[config.mk]
export PLATFORM = sky130hd
export DESIGN_NAME = limit_order_book_matcher
export DESIGN_NICKNAME = d
export VERILOG_FILES = /design/src/lobm_pkg.sv /design/src/lobm_datapath.sv /design/src/lobm_ctrl.sv /design/src/limit_order_book_matcher.sv
export SDC_FILE = /design/constraint.sdc
export NUM_CORES = 2
export LEC_CHECK = 0
export BUFFER_PORTS_ARGS = -buffer_cell sky130_fd_sc_hd__buf_2
export CAP_MARGIN = 20
export CORE_ASPECT_RATIO = 0.75
export CORE_MARGIN = 8
export CORE_UTILIZATION = 30
export CTS_CLUSTER_SIZE = 25
export DETAILED_ROUTE_END_ITERATION = 12
export PLACE_DENSITY = 0.48
export SKIP_LAST_GASP = 1
export SLEW_MARGIN = 20
export SYNTH_ARGS = -nofsm -noshare
export SYNTH_HDL_FRONTEND = slang
export SYNTH_SLANG_ARGS = --single-unit
[constraint.sdc]
create_clock -name clk -period 13.5 [get_ports clk]
set_clock_uncertainty 0.15 [all_clocks]
set_input_delay 0.675 -clock clk [delete_from_list [all_inputs] [get_ports clk]]
set_output_delay 0.675 -clock clk [all_outputs]
set_load 0.05 [all_outputs]
[src/lobm_pkg.sv]
// Package with the transaction types and result codes of the order book matcher.
package lobm_pkg;

	localparam int PRICE_W = 31;
	localparam int VOL_W   = 24;
	localparam int OID_W   = 24;

	localparam logic [2:0] RK_ID       = 3'd0;
	localparam logic [2:0] RK_TRADE    = 3'd1;
	localparam logic [2:0] RK_DELETED  = 3'd2;
	localparam logic [2:0] RK_NOTFOUND = 3'd3;
	localparam logic [2:0] RK_REJECT   = 3'd4;

	localparam logic KIND_ADD = 1'b0;
	localparam logic KIND_DEL = 1'b1;

	localparam logic SIDE_SELL = 1'b0;
	localparam logic SIDE_BUY  = 1'b1;

	// Matching stops after this many trades for one add.
	localparam int MAX_TRADES = 16;

	typedef struct packed {
		logic               kind;
		logic               side;
		logic [PRICE_W-1:0] limit_price;
		logic [VOL_W-1:0]   order_volume;
		logic [OID_W-1:0]   target_id;
	} cmd_t;

	typedef struct packed {
		logic [2:0]         result_kind;
		logic [OID_W-1:0]   assigned_id;
		logic [OID_W-1:0]   buyer_id;
		logic [OID_W-1:0]   seller_id;
		logic [PRICE_W-1:0] trade_price;
		logic [VOL_W-1:0]   trade_volume;
		logic               last;
	} res_t;

	// Controller to datapath commands.
	typedef struct packed {
		logic load;       // capture the command and clear the trade count
		logic scan_clr;   // reset the scan pointer and best holder
		logic scan_step;  // examine one entry
		logic [1:0] scan_mode; // which scan runs
		logic do_insert;  // store the new order
		logic do_trade;   // apply the trade to the two orders
		logic do_delete;  // clear the found entry
		logic hold;       // build a new result into the hold register
		logic emit;       // present the held result
		logic [2:0] emit_kind; // kind of the result being built
		logic emit_last;  // last flag of the presented result
	} ctl_t;

	// Datapath to controller status.
	typedef struct packed {
		logic scan_done;  // pointer is at the last entry
		logic found;      // current scan found an entry
		logic ids_out;    // id counter exhausted
		logic vol_zero;   // add volume is zero
		logic is_del;
	} sts_t;

	localparam logic [1:0] SM_FREE = 2'd0; // find free entry or delete target
	localparam logic [1:0] SM_BEST = 2'd1; // highest buy
	localparam logic [1:0] SM_SELL = 2'd2; // oldest crossing sell
	localparam logic [1:0] SM_BUY  = 2'd3; // oldest crossing buy

endpackage

[src/lobm_datapath.sv]
// Datapath of the order book matcher: book registers, entry scan and trade arithmetic.
module lobm_datapath #(
	parameter int BOOK_DEPTH = 16,
	parameter int ID_BITS    = 24
) (
	input  logic            clk,
	input  logic            arst_n,
	input  lobm_pkg::cmd_t  cmd,
	input  lobm_pkg::ctl_t  ctl,
	output lobm_pkg::sts_t  sts,
	output lobm_pkg::res_t  res,
	output logic            res_valid
);
	import lobm_pkg::*;

	localparam int IW = (BOOK_DEPTH > 1) ? $clog2(BOOK_DEPTH) : 1;
	localparam logic [IW-1:0] LAST_IDX = IW'(BOOK_DEPTH - 1);
	localparam logic [ID_BITS-1:0] ID_LIMIT = {ID_BITS{1'b1}};

	logic [BOOK_DEPTH-1:0] valid_q;
	logic                  side_q  [BOOK_DEPTH];
	logic [ID_BITS-1:0]    id_q    [BOOK_DEPTH];
	logic [PRICE_W-1:0]    price_q [BOOK_DEPTH];
	logic [VOL_W-1:0]      vol_q   [BOOK_DEPTH];
	logic [ID_BITS-1:0]    ctr_q;

	cmd_t            cmd_q;
	logic [IW-1:0]   ptr_q;
	logic            hit_q;
	logic [IW-1:0]   hit_idx_q;
	logic [IW-1:0]   sell_q;
	logic [IW-1:0]   buy_q;
	logic [PRICE_W-1:0] best_price_q;
	res_t            hold_q;
	res_t            res_q;
	logic            res_valid_q;

	logic cand;
	logic better;
	logic [VOL_W-1:0] amount;
	logic [PRICE_W-1:0] tprice;
	logic [ID_BITS-1:0] next_id;
	res_t res_n;
	res_t res_e;

	// Candidate test for the entry under the pointer.
	always_comb begin
		cand   = 1'b0;
		better = 1'b0;
		unique case (ctl.scan_mode)
			SM_FREE: begin
				if (cmd_q.kind == KIND_DEL) begin
					cand = valid_q[ptr_q] && (32'(id_q[ptr_q]) == 32'(cmd_q.target_id));
				end else begin
					cand = !valid_q[ptr_q];
				end
				better = !hit_q;
			end
			SM_BEST: begin
				cand   = valid_q[ptr_q] && side_q[ptr_q] == SIDE_BUY;
				better = !hit_q || price_q[ptr_q] > best_price_q;
			end
			SM_SELL: begin
				cand   = valid_q[ptr_q] && side_q[ptr_q] == SIDE_SELL
					&& price_q[ptr_q] <= best_price_q;
				better = !hit_q || id_q[ptr_q] < id_q[hit_idx_q];
			end
			SM_BUY: begin
				cand   = valid_q[ptr_q] && side_q[ptr_q] == SIDE_BUY
					&& price_q[ptr_q] >= price_q[sell_q];
				better = !hit_q || id_q[ptr_q] < id_q[hit_idx_q];
			end
			default: begin
				cand   = 1'b0;
				better = 1'b0;
			end
		endcase
	end

	assign amount = (vol_q[sell_q] < vol_q[buy_q]) ? vol_q[sell_q] : vol_q[buy_q];
	assign tprice = (price_q[buy_q] > price_q[sell_q] && id_q[sell_q] < id_q[buy_q])
		? price_q[sell_q] : price_q[buy_q];
	assign next_id = ctr_q + 1'b1;

	// New result to be held, and the held result as it leaves with its last flag.
	always_comb begin
		res_n = '0;
		res_n.result_kind = ctl.emit_kind;
		unique case (ctl.emit_kind)
			RK_ID:      res_n.assigned_id = OID_W'({8'd0, next_id});
			RK_DELETED: res_n.assigned_id = cmd_q.target_id;
			RK_TRADE: begin
				res_n.buyer_id     = OID_W'({8'd0, id_q[buy_q]});
				res_n.seller_id    = OID_W'({8'd0, id_q[sell_q]});
				res_n.trade_price  = tprice;
				res_n.trade_volume = amount;
			end
			default: ;
		endcase
		res_e      = hold_q;
		res_e.last = ctl.emit_last;
	end

	always_ff @(posedge clk or negedge arst_n) begin
		if (!arst_n) begin
			valid_q     <= '0;
			ctr_q       <= '0;
			ptr_q       <= '0;
			hit_q       <= 1'b0;
			res_valid_q <= 1'b0;
		end else begin
			res_valid_q <= ctl.emit;
			if (ctl.load) begin
				cmd_q <= cmd;
			end
			if (ctl.scan_clr) begin
				ptr_q <= '0;
				hit_q <= 1'b0;
			end else if (ctl.scan_step) begin
				if (ptr_q != LAST_IDX) begin
					ptr_q <= ptr_q + 1'b1;
				end
				if (cand && better) begin
					hit_q     <= 1'b1;
					hit_idx_q <= ptr_q;
					if (ctl.scan_mode == SM_BEST) begin
						best_price_q <= price_q[ptr_q];
					end
					if (ctl.scan_mode == SM_SELL) begin
						sell_q <= ptr_q;
					end
					if (ctl.scan_mode == SM_BUY) begin
						buy_q <= ptr_q;
					end
				end
			end
			if (ctl.do_insert) begin
				ctr_q <= next_id;
				if (cmd_q.order_volume != '0) begin
					valid_q[hit_idx_q] <= 1'b1;
					side_q[hit_idx_q]  <= cmd_q.side;
					id_q[hit_idx_q]    <= next_id;
					price_q[hit_idx_q] <= cmd_q.limit_price;
					vol_q[hit_idx_q]   <= cmd_q.order_volume;
				end
			end
			if (ctl.do_delete) begin
				valid_q[hit_idx_q] <= 1'b0;
			end
			if (ctl.do_trade) begin
				vol_q[sell_q] <= vol_q[sell_q] - amount;
				vol_q[buy_q]  <= vol_q[buy_q] - amount;
				if (vol_q[sell_q] == amount) begin
					valid_q[sell_q] <= 1'b0;
				end
				if (vol_q[buy_q] == amount) begin
					valid_q[buy_q] <= 1'b0;
				end
			end
			if (ctl.hold) begin
				hold_q <= res_n;
			end
			if (ctl.emit) begin
				res_q <= res_e;
			end
		end
	end

	assign sts.scan_done = (ptr_q == LAST_IDX);
	assign sts.found     = hit_q;
	assign sts.ids_out   = (ctr_q == ID_LIMIT);
	assign sts.vol_zero  = (cmd_q.order_volume == '0);
	assign sts.is_del    = (cmd_q.kind == KIND_DEL);

	assign res       = res_q;
	assign res_valid = res_valid_q;

endmodule

[src/lobm_ctrl.sv]
// Controller state machine that sequences the scans, updates and results of the matcher.
module lobm_ctrl (
	input  logic           clk,
	input  logic           arst_n,
	input  logic           start,
	output logic           busy,
	input  lobm_pkg::sts_t sts,
	output lobm_pkg::ctl_t ctl
);
	import lobm_pkg::*;

	localparam logic [3:0] ST_IDLE   = 4'd0;
	localparam logic [3:0] ST_FREE   = 4'd1;
	localparam logic [3:0] ST_DECIDE = 4'd2;
	localparam logic [3:0] ST_BEST   = 4'd3;
	localparam logic [3:0] ST_SELL0  = 4'd4;
	localparam logic [3:0] ST_SELL   = 4'd5;
	localparam logic [3:0] ST_BUY0   = 4'd6;
	localparam logic [3:0] ST_BUY    = 4'd7;
	localparam logic [3:0] ST_TRADE  = 4'd8;
	localparam logic [3:0] ST_BEST0  = 4'd9;
	localparam logic [3:0] ST_FINAL  = 4'd10;

	localparam int TW = $clog2(MAX_TRADES + 1);

	logic [3:0]    state_q, state_d;
	logic [TW-1:0] trades_q;

	// Each result waits in the hold register until the next one is known, so that
	// its last flag is right when it is presented.
	always_comb begin
		state_d = state_q;
		ctl     = '0;
		unique case (state_q)
			ST_IDLE: begin
				if (start) begin
					ctl.load     = 1'b1;
					ctl.scan_clr = 1'b1;
					state_d      = ST_FREE;
				end
			end
			ST_FREE: begin
				ctl.scan_mode = SM_FREE;
				ctl.scan_step = 1'b1;
				if (sts.scan_done) state_d = ST_DECIDE;
			end
			ST_DECIDE: begin
				ctl.hold     = 1'b1;
				ctl.scan_clr = 1'b1;
				state_d      = ST_FINAL;
				if (sts.is_del) begin
					ctl.emit_kind = sts.found ? RK_DELETED : RK_NOTFOUND;
					ctl.do_delete = sts.found;
				end else if (sts.ids_out || (!sts.vol_zero && !sts.found)) begin
					ctl.emit_kind = RK_REJECT;
				end else begin
					ctl.emit_kind = RK_ID;
					ctl.do_insert = 1'b1;
					state_d       = sts.vol_zero ? ST_FINAL : ST_BEST;
				end
			end
			ST_BEST: begin
				ctl.scan_mode = SM_BEST;
				ctl.scan_step = 1'b1;
				if (sts.scan_done) state_d = ST_SELL0;
			end
			ST_SELL0: begin
				ctl.scan_clr = 1'b1;
				state_d = sts.found ? ST_SELL : ST_FINAL;
			end
			ST_SELL: begin
				ctl.scan_mode = SM_SELL;
				ctl.scan_step = 1'b1;
				if (sts.scan_done) state_d = ST_BUY0;
			end
			ST_BUY0: begin
				ctl.scan_clr = 1'b1;
				state_d = sts.found ? ST_BUY : ST_FINAL;
			end
			ST_BUY: begin
				ctl.scan_mode = SM_BUY;
				ctl.scan_step = 1'b1;
				if (sts.scan_done) state_d = ST_TRADE;
			end
			ST_TRADE: begin
				// Present the held result, then this trade becomes the held one.
				ctl.emit      = 1'b1;
				ctl.hold      = 1'b1;
				ctl.emit_kind = RK_TRADE;
				ctl.do_trade  = 1'b1;
				ctl.scan_clr  = 1'b1;
				state_d = (trades_q == TW'(MAX_TRADES - 1)) ? ST_FINAL : ST_BEST0;
			end
			ST_BEST0: begin
				ctl.scan_clr = 1'b1;
				state_d = ST_BEST;
			end
			ST_FINAL: begin
				ctl.emit      = 1'b1;
				ctl.emit_last = 1'b1;
				state_d       = ST_IDLE;
			end
			default: state_d = ST_IDLE;
		endcase
	end

	always_ff @(posedge clk or negedge arst_n) begin
		if (!arst_n) begin
			state_q  <= ST_IDLE;
			trades_q <= '0;
		end else begin
			state_q <= state_d;
			if (ctl.load) begin
				trades_q <= '0;
			end
			if (ctl.do_trade) begin
				trades_q <= trades_q + 1'b1;
			end
		end
	end

	assign busy = (state_q != ST_IDLE);

endmodule

[src/limit_order_book_matcher.sv]
// Top level of the limit order book matcher.
// Usage: a command transaction is taken at a clock edge with start high and busy low.
// The command is an add (side, limit price, volume) or a delete (target id).
// Every command produces one or more result transactions on result, each marked
// by result_valid for exactly one cycle; result.last flags the final one.
// An add first reports its id (or a reject), then one trade per match, at most
// sixteen trades. A delete reports deleted or not found.
// Timing: every scan walks the book registers one entry per cycle.
// A delete, a reject or a zero volume add needs only the free-entry scan before its
// result, and busy drops once that result has been shown. Each trade costs three
// scans (best buy, crossing sell, crossing buy); the closing check that finds nothing
// to cross costs at most two scans. Sixteen trades end without the closing check.
// Results are held one step so the last flag is known when a result appears.
// The receiver cannot stall: results are presented once and must be taken.
// Reset clears all valid bits and the id counter; the first id is 1.
// busy stays high from acceptance until the final result has been presented.
module limit_order_book_matcher #(
	parameter int BOOK_DEPTH = 16,
	parameter int ID_BITS    = 24
) (
	input  logic           clk,
	input  logic           arst_n,
	input  logic           start,
	output logic           busy,
	input  lobm_pkg::cmd_t cmd,
	output lobm_pkg::res_t result,
	output logic           result_valid
);
	import lobm_pkg::*;

	ctl_t ctl;
	sts_t sts;
	logic busy_c;

	// A command is not taken while the final result of the previous one is shown.
	lobm_ctrl u_ctrl (
		.clk    (clk),
		.arst_n (arst_n),
		.start  (start && !result_valid),
		.busy   (busy_c),
		.sts    (sts),
		.ctl    (ctl)
	);

	lobm_datapath #(
		.BOOK_DEPTH (BOOK_DEPTH),
		.ID_BITS    (ID_BITS)
	) u_dp (
		.clk       (clk),
		.arst_n    (arst_n),
		.cmd       (cmd),
		.ctl       (ctl),
		.sts       (sts),
		.res       (result),
		.res_valid (result_valid)
	);

	// Busy also covers the cycle in which the final result is shown.
	assign busy = busy_c || result_valid;

	a_no_accept_when_out: assert property (@(posedge clk) disable iff (!arst_n)
		result_valid && !result.last |-> busy)
		else $error("result stream ended early");
	a_last_idle: assert property (@(posedge clk) disable iff (!arst_n)
		result_valid && result.last |=> !result_valid)
		else $error("result after last");
	a_kind_range: assert property (@(posedge clk) disable iff (!arst_n)
		result_valid |-> result.result_kind <= RK_REJECT)
		else $error("bad result kind");

endmodule
[Yosys cells after proc, flatten, opt, wreduce, memory -nomap -nowiden]
Memory sizes are Yosys's and may differ from the RTL's. A register that Yosys moved wholly into a read port is not among the register bits.
Cells that the tools add are included.
Word-level totals
  register bits: 440
  bits in writable memories: 1280
  input bits: 84
  logic and storage cells: 208
  memories: 4
Operators by class
  add/subtract/negate cells: 5
  $lt $le $gt $ge: 14
  equal/unequal tests: 27
  muxes and demuxes: 73
  bitwise gates (word level): 9
  reductions and logical operators: 47
Memory list
  u_dp.price_q: words 16, bits a word 31, rd ports 3, clocked after memory_dff 2, write ports 1, line lobm_datapath.sv:23  | logic [PRICE_W-1:0] price_q [BOOK_DEPTH];
  u_dp.id_q: words 16, bits a word 24, rd ports 4, clocked after memory_dff 3, write ports 1, line lobm_datapath.sv:22  | logic [ID_BITS-1:0] id_q [BOOK_DEPTH];
  u_dp.vol_q: words 16, bits a word 24, rd ports 2, clocked after memory_dff 2, write ports 2, line lobm_datapath.sv:24  | logic [VOL_W-1:0] vol_q [BOOK_DEPTH];
  u_dp.side_q: words 16, bits a word 1, rd ports 1, clocked after memory_dff 0, write ports 1, line lobm_datapath.sv:21  | logic side_q [BOOK_DEPTH];
Operator list (number)
  16-bit two-way mux: 7
  4-bit two-way mux: 21
  24-bit == test: 3
  24-bit < comparator: 3
  31-bit > comparator: 2
  16-bit bitwise AND: 3
  24-bit two-way mux: 2
  16-bit NOT: 3
  24-bit case mux with 2 select lines: 1
  24-bit subtractor: 2
  4-bit case mux with 10 select lines: 1
  31-bit greater-or-equal comparator: 1
  31-bit <= comparator: 1
  31-bit two-way mux: 1
  1-bit two-way mux: 25
  24-bit by 1-bit adder with 24-bit output (second input constant): 1
  24-bit == test (second input constant): 1
  24-bit zero test: 1
  24-bit nonzero test: 1
  24-bit OR reduction: 1
  4-bit by 5-bit < comparator with 1-bit output (second input constant): 4
  5-bit AND reduction: 4
  4-bit by 3-bit == test with 1-bit output (second input constant): 4
  4-bit == test (second input constant): 4
  37 further kinds: 78

[Depth between registers and ports, before layout]
  word-level depth: 16
  gate-level depth with buffers: 35

[Cells and area by module]
From an unflattened synthesis, not the netlist that was laid out.
Second synthesis, totals
  cells, all modules: 6001
  area total of the unflattened synthesis: 96930.5 sq um
Modules (own cells, without submodules)
  lobm_datapath: times used 1, cells an instance 5915, area an instance 96218.5 sq um, sequential area each 51389.3 sq um
  lobm_ctrl: times used 1, cells an instance 84, area an instance 696.9 sq um, sequential area each 225.2 sq um
  limit_order_book_matcher: times used 1, cells an instance 2, area an instance 15.0 sq um, sequential area each 0.0 sq um

[Worst setup path after synthesis]
OpenSTA, ideal clock, no wires.
  path kind: reg2reg
  from: reg u_ctrl.state_q[2]
  to: reg, netlist name u_dp.hold_q[100]
  arrival time: 10.827 ns
  required time: 12.532 ns
  setup slack: 1.705 ns
  stages on the path, launching flop included: 7
  clock period less this slack: 11.795 ns
  cells stage by stage: dfrtp_1 > or2_2 > clkbuf_1 > or2_2 > clkbuf_1 > clkbuf_1 > a21boi_0
Between the ends
  longest elaborated chain between the ends: 4
  elaborated cells on any way between the ends: 5
  those cells by class: eq/ne (2); mux (1); reduce/logical (2)
RTL lines
  start, declared: line lobm_ctrl.sv:26  | logic [3:0] state_q, state_d;
  start signal, assigned: line lobm_ctrl.sv:112  | state_q <= state_d;
  4-bit == test / 4-bit by 2-bit == test with 1-bit output (equally long branches): line lobm_ctrl.sv:34  | unique case (state_q)
  2-bit OR reduction (no source line) (*)
  1-bit two-way mux (*): line lobm_ctrl.sv:34
  2-bit AND reduction (no source line) (*)
Mark *: on every way between the ends. The rest lies on a longest branch, timed or not.
A chain may end at the register's enable or synchronous reset.

==> impl_results.md <==
* Overall power consumption at 16500 uW
* Cts bufs inserted at 196
* Portion of synthesized cell area occupied by the leading cell type at 51.8%
* Minimum hold slack at 0.0993 ns
* Number of placed I/O pins at 217
* Wire length reported by the detailed router at 345000 microns
* Non-filler instance count after layout at 10600
* Cell at the root of the clock tree: clkbuf_16
* Outcome: finished, final reports clean
* Clock tree sinks at 1732
* EDFF count, synth at 1665
* Number of pins exceeding their max-slew limit in the final report at 0
* Share of async-settable or async-resettable flops after synthesis at 3.18%
* Grt total ovfl at 0
* Global router's overall resource usage at 19.7%
* Number of cells upsized or downsized after cts at 0
* Worst-Margin Slew at 1.21 ns
* CP endpoint kind: flip-flop
* Shortest clock period the worst path allows after layout at 9.17 ns
* Part of the cycle the worst path needs at 67.9%
* RSZ-0062 raised after global routing: false
* # port buffers at 216
* Fin nets at 6465
* Maximum clock rate at 0.109 GHz
* Hold Crit Class: input port to asynchronous set/reset pin
* Final HPWL from detailed placement at 211000 microns
* Accumulated negative setup slack at 0 ns
* Layout cell share with drive strength beyond 1 at 31.5%
* Power density over cell area at 150 nW/um^2
* Synth Cell Area at 96500 sq um
* Std-Cell Rows at 180
* Initial Utilization at 30.1%
* First-iteration detailed-routing DRC count at 7723
* Warnings from Yosys at 0
* Maximum level of the CTS H-tree at 4
* Top_reg_cell synth: edfxtp_1
* Mean number of vias per cell at 5.82
* WL/cell at 32.4 microns
* Max rail drop VDD at 0.0000970 V
* Largest fanout on the critical path at 96
* Hold Fails Final Rpt at 0
* First-pass GRT wire length at 487000 microns
* Placed Instances at 10200
* Core region area at 320000 sq um
* Total of max-cap violations at 0
* Arrival time of the worst setup path at 9.54 ns
* Pin count of the biggest net entering global routing at 110
* Die X at 671 microns
* Synthesized netlist cell count at 6002
* Maximum count of clock buffers along a single path at 4
* First drt pass iteration count at 6
* Number of antenna violations at the first check in global routing at 7
* Routability cong. at 0.913
* Number of filler cells placed in the layout at 30400
* Chip height at 507 microns
* Finish-stage setup viols at 0
* Setup crit start kind: flip-flop
* Leak Pwr at 0.0350 uW
* Synthesized flop and latch total at 1732
* Mean instance size in the synthesized netlist at 16.1 sq um
* Post-Syn Nets at 6270
* Top cells by area, synth: edfxtp_1 (52%), mux4_2 (26%), ha_1 (2.4%)
* DIE AREA at 340000 sq um
* Area growth from synthesis to final layout at 14.0%
* Number of unique standard cell types used by synthesis at 107
* Tightest slew margin relative to the limit at 19.1%
* Most area-hungry cell type in the Yosys netlist: edfxtp_1
* Register clock-pin slew on the reported worst setup and hold paths at 0.07 ns
* Post-detailed-route count of antenna-violating nets at 0
* Worst path required time at 13.87 ns
* Vias in the first global route at 62000
* Number of remaining DRC errors at 0
* Proportion of synthesized chip area in sequential cells at 53.5%
* Total via count after detailed routing at 61800
* Worst-skew pair later-pin latency at 0.92 ns
* Classification of the worst setup path: flip-flop to flip-flop
* CTS tree: yes
==> registers in the layout, indices dropped and copies added (netlist names), named ones only <==
signal	cells
u_dp.ctr_q	24
u_dp.price_q	496
u_dp.hold_q	130
u_ctrl.state_q	4
u_dp.best_price_q	31
u_dp.hit_q	1
u_dp.vol_q	384
u_dp.cmd_q	80
u_dp.buy_q	4
u_dp.sell_q	4
u_dp.hit_idx_q	4
u_dp.ptr_q	4
u_dp.valid_q	16
u_dp.sts	1
u_ctrl.trades_q	5
u_dp.res_valid	1
u_dp.res	131
u_dp.side_q	16
u_dp.id_q	384
==> metrics by stage <==
step	utilization (%)	setup WS, ns	cell area (sq um)
global route	34.3	3.92	110000
finish	34.3	4.33	110000
floorplan	-	1.71	96500
CTS	34.3	4.40	110000
global placement	32.0	4.53	103000
detailed placement	32.1	4.52	103000
==> layout make-up <==
cell class	instances	area (sq um)	area share [%]
timing repair buffer	482	3450	3.14
sequential	1732	51700	47.0
antenna	1	2.50	0.00228
inverter	157	589	0.536
multi-input combinational	3628	42500	38.6
clock inverter	114	1280	1.17
tap	4277	5350	4.87
clock buffer	235	5120	4.66
==> report_power, final <==
group          internal [uW]  switching [uW]  leakage [uW]
clock network           3200            2290       0.00311
registers               6150             215        0.0152
logic                   1660            2950        0.0167
total                  11000            5460        0.0350
==> cells by family (layout without fill, tap and decap cells) <==
logic type / count (synthesis) / after routing / share of synthesized area, %
fa+ha+maj: 188 / 188 / 2.43
mux: 1314 / 1314 / 28.5
compound gates: 924 / 924 / 6.25
flops: 1732 / 1732 / 53.5
buf+inv: 642 / 988 / 3.05
other cells: 0 / 1 / 0
simple gates: 1085 / 1085 / 5.16
xor+xnor: 117 / 117 / 1.10
==> critical path: stages, from the launching register on <==
cell and delay, ns:
dfxtp_4 0.88, buf_12 0.69, mux4_1 0.64, a22o_1 0.22
a221oi_2 0.39, inv_1 0.19, ha_1 0.34, a21o_1 0.20
a21oi_1 0.17, o211ai_1 0.16, a2111o_1 0.52, nor3_2 0.23
buf_4 0.42, o21ai_0 0.24, ha_1 0.36, inv_1 0.12
ha_1 0.32, nor2_1 0.19, a211oi_1 0.86, o21ai_0 0.28
o211ai_2 0.22, xnor2_1 0.40, buf_4 0.34, mux2i_1 0.10
==> cells in the final DEF, fill, tap and decap left out, types with 35 or more instances in the layout <==
cell type and count:
mux2i_1 156, o21ai_0 199, a211oi_1 36, buf_2 215
nand2_1 347, mux4_2 1115, dfrtp_1 51, nand3_1 38
ha_1 184, and2_1 40, clkbuf_16 199, dlygate4sd3_1 82
nor2b_1 53, buf_4 171, nor3_1 42, inv_1 154
clkbuf_1 35, nor2_1 344, edfxtp_1 1665, a21o_1 56
a21oi_1 323, nand4_1 64, xnor2_1 67, a22oi_1 39
==> metal layers <==
metal  track usage, %  wire length, microns
met2             30.9                157000
met3             3.49                 28800
met5                0                    27
met4             6.59                 12900
met1             27.7                145000
==> what timing repair did <==
| action | in CTS | in global routing |
|---|---|---|
| endpoints found under the setup margin | 0 | 0 |
| hold buffers | 82 | 0 |
| setup buffers | 0 | 0 |
| endpoints found under the hold margin | 107 | 0 |
==> path summary, 6_finish.rpt <==
kind | end | slack [ns] | cells past startpoint
setup / recovery | u_dp.vol_q[0][16] | 4.33 | 23
hold / removal | u_dp.ctr_q[23] | 0.1 | 2
max in group asynchronous | u_dp.ptr_q[1] | 12.03 | 3
setup reg to reg | u_dp.vol_q[0][16] | 4.33 | 23
min in group clk | u_dp.res[110] | 0.24 | 0
hold reg to reg | u_dp.res[110] | 0.24 | 0
==> cells in the mapped netlist (43+ instances only) <==
| cell type | instances |
|---|---|
| nand3_1 | 45 |
| mux4_2 | 1115 |
| nor2b_1 | 55 |
| o21ai_0 | 215 |
| and2_1 | 43 |
| edfxtp_1 | 1665 |
| xnor2_1 | 70 |
| inv_1 | 154 |
| xor2_1 | 44 |
| nor3_1 | 57 |
| clkbuf_1 | 296 |
| ha_1 | 184 |
| buf_1 | 78 |
| mux2i_1 | 156 |
| buf_2 | 49 |
| dfrtp_1 | 55 |
| nand2_1 | 348 |
| nand4_1 | 64 |
| a21o_1 | 56 |
| a21oi_1 | 328 |
| nor2_1 | 349 |
Power figures use the tool's default switching activity.
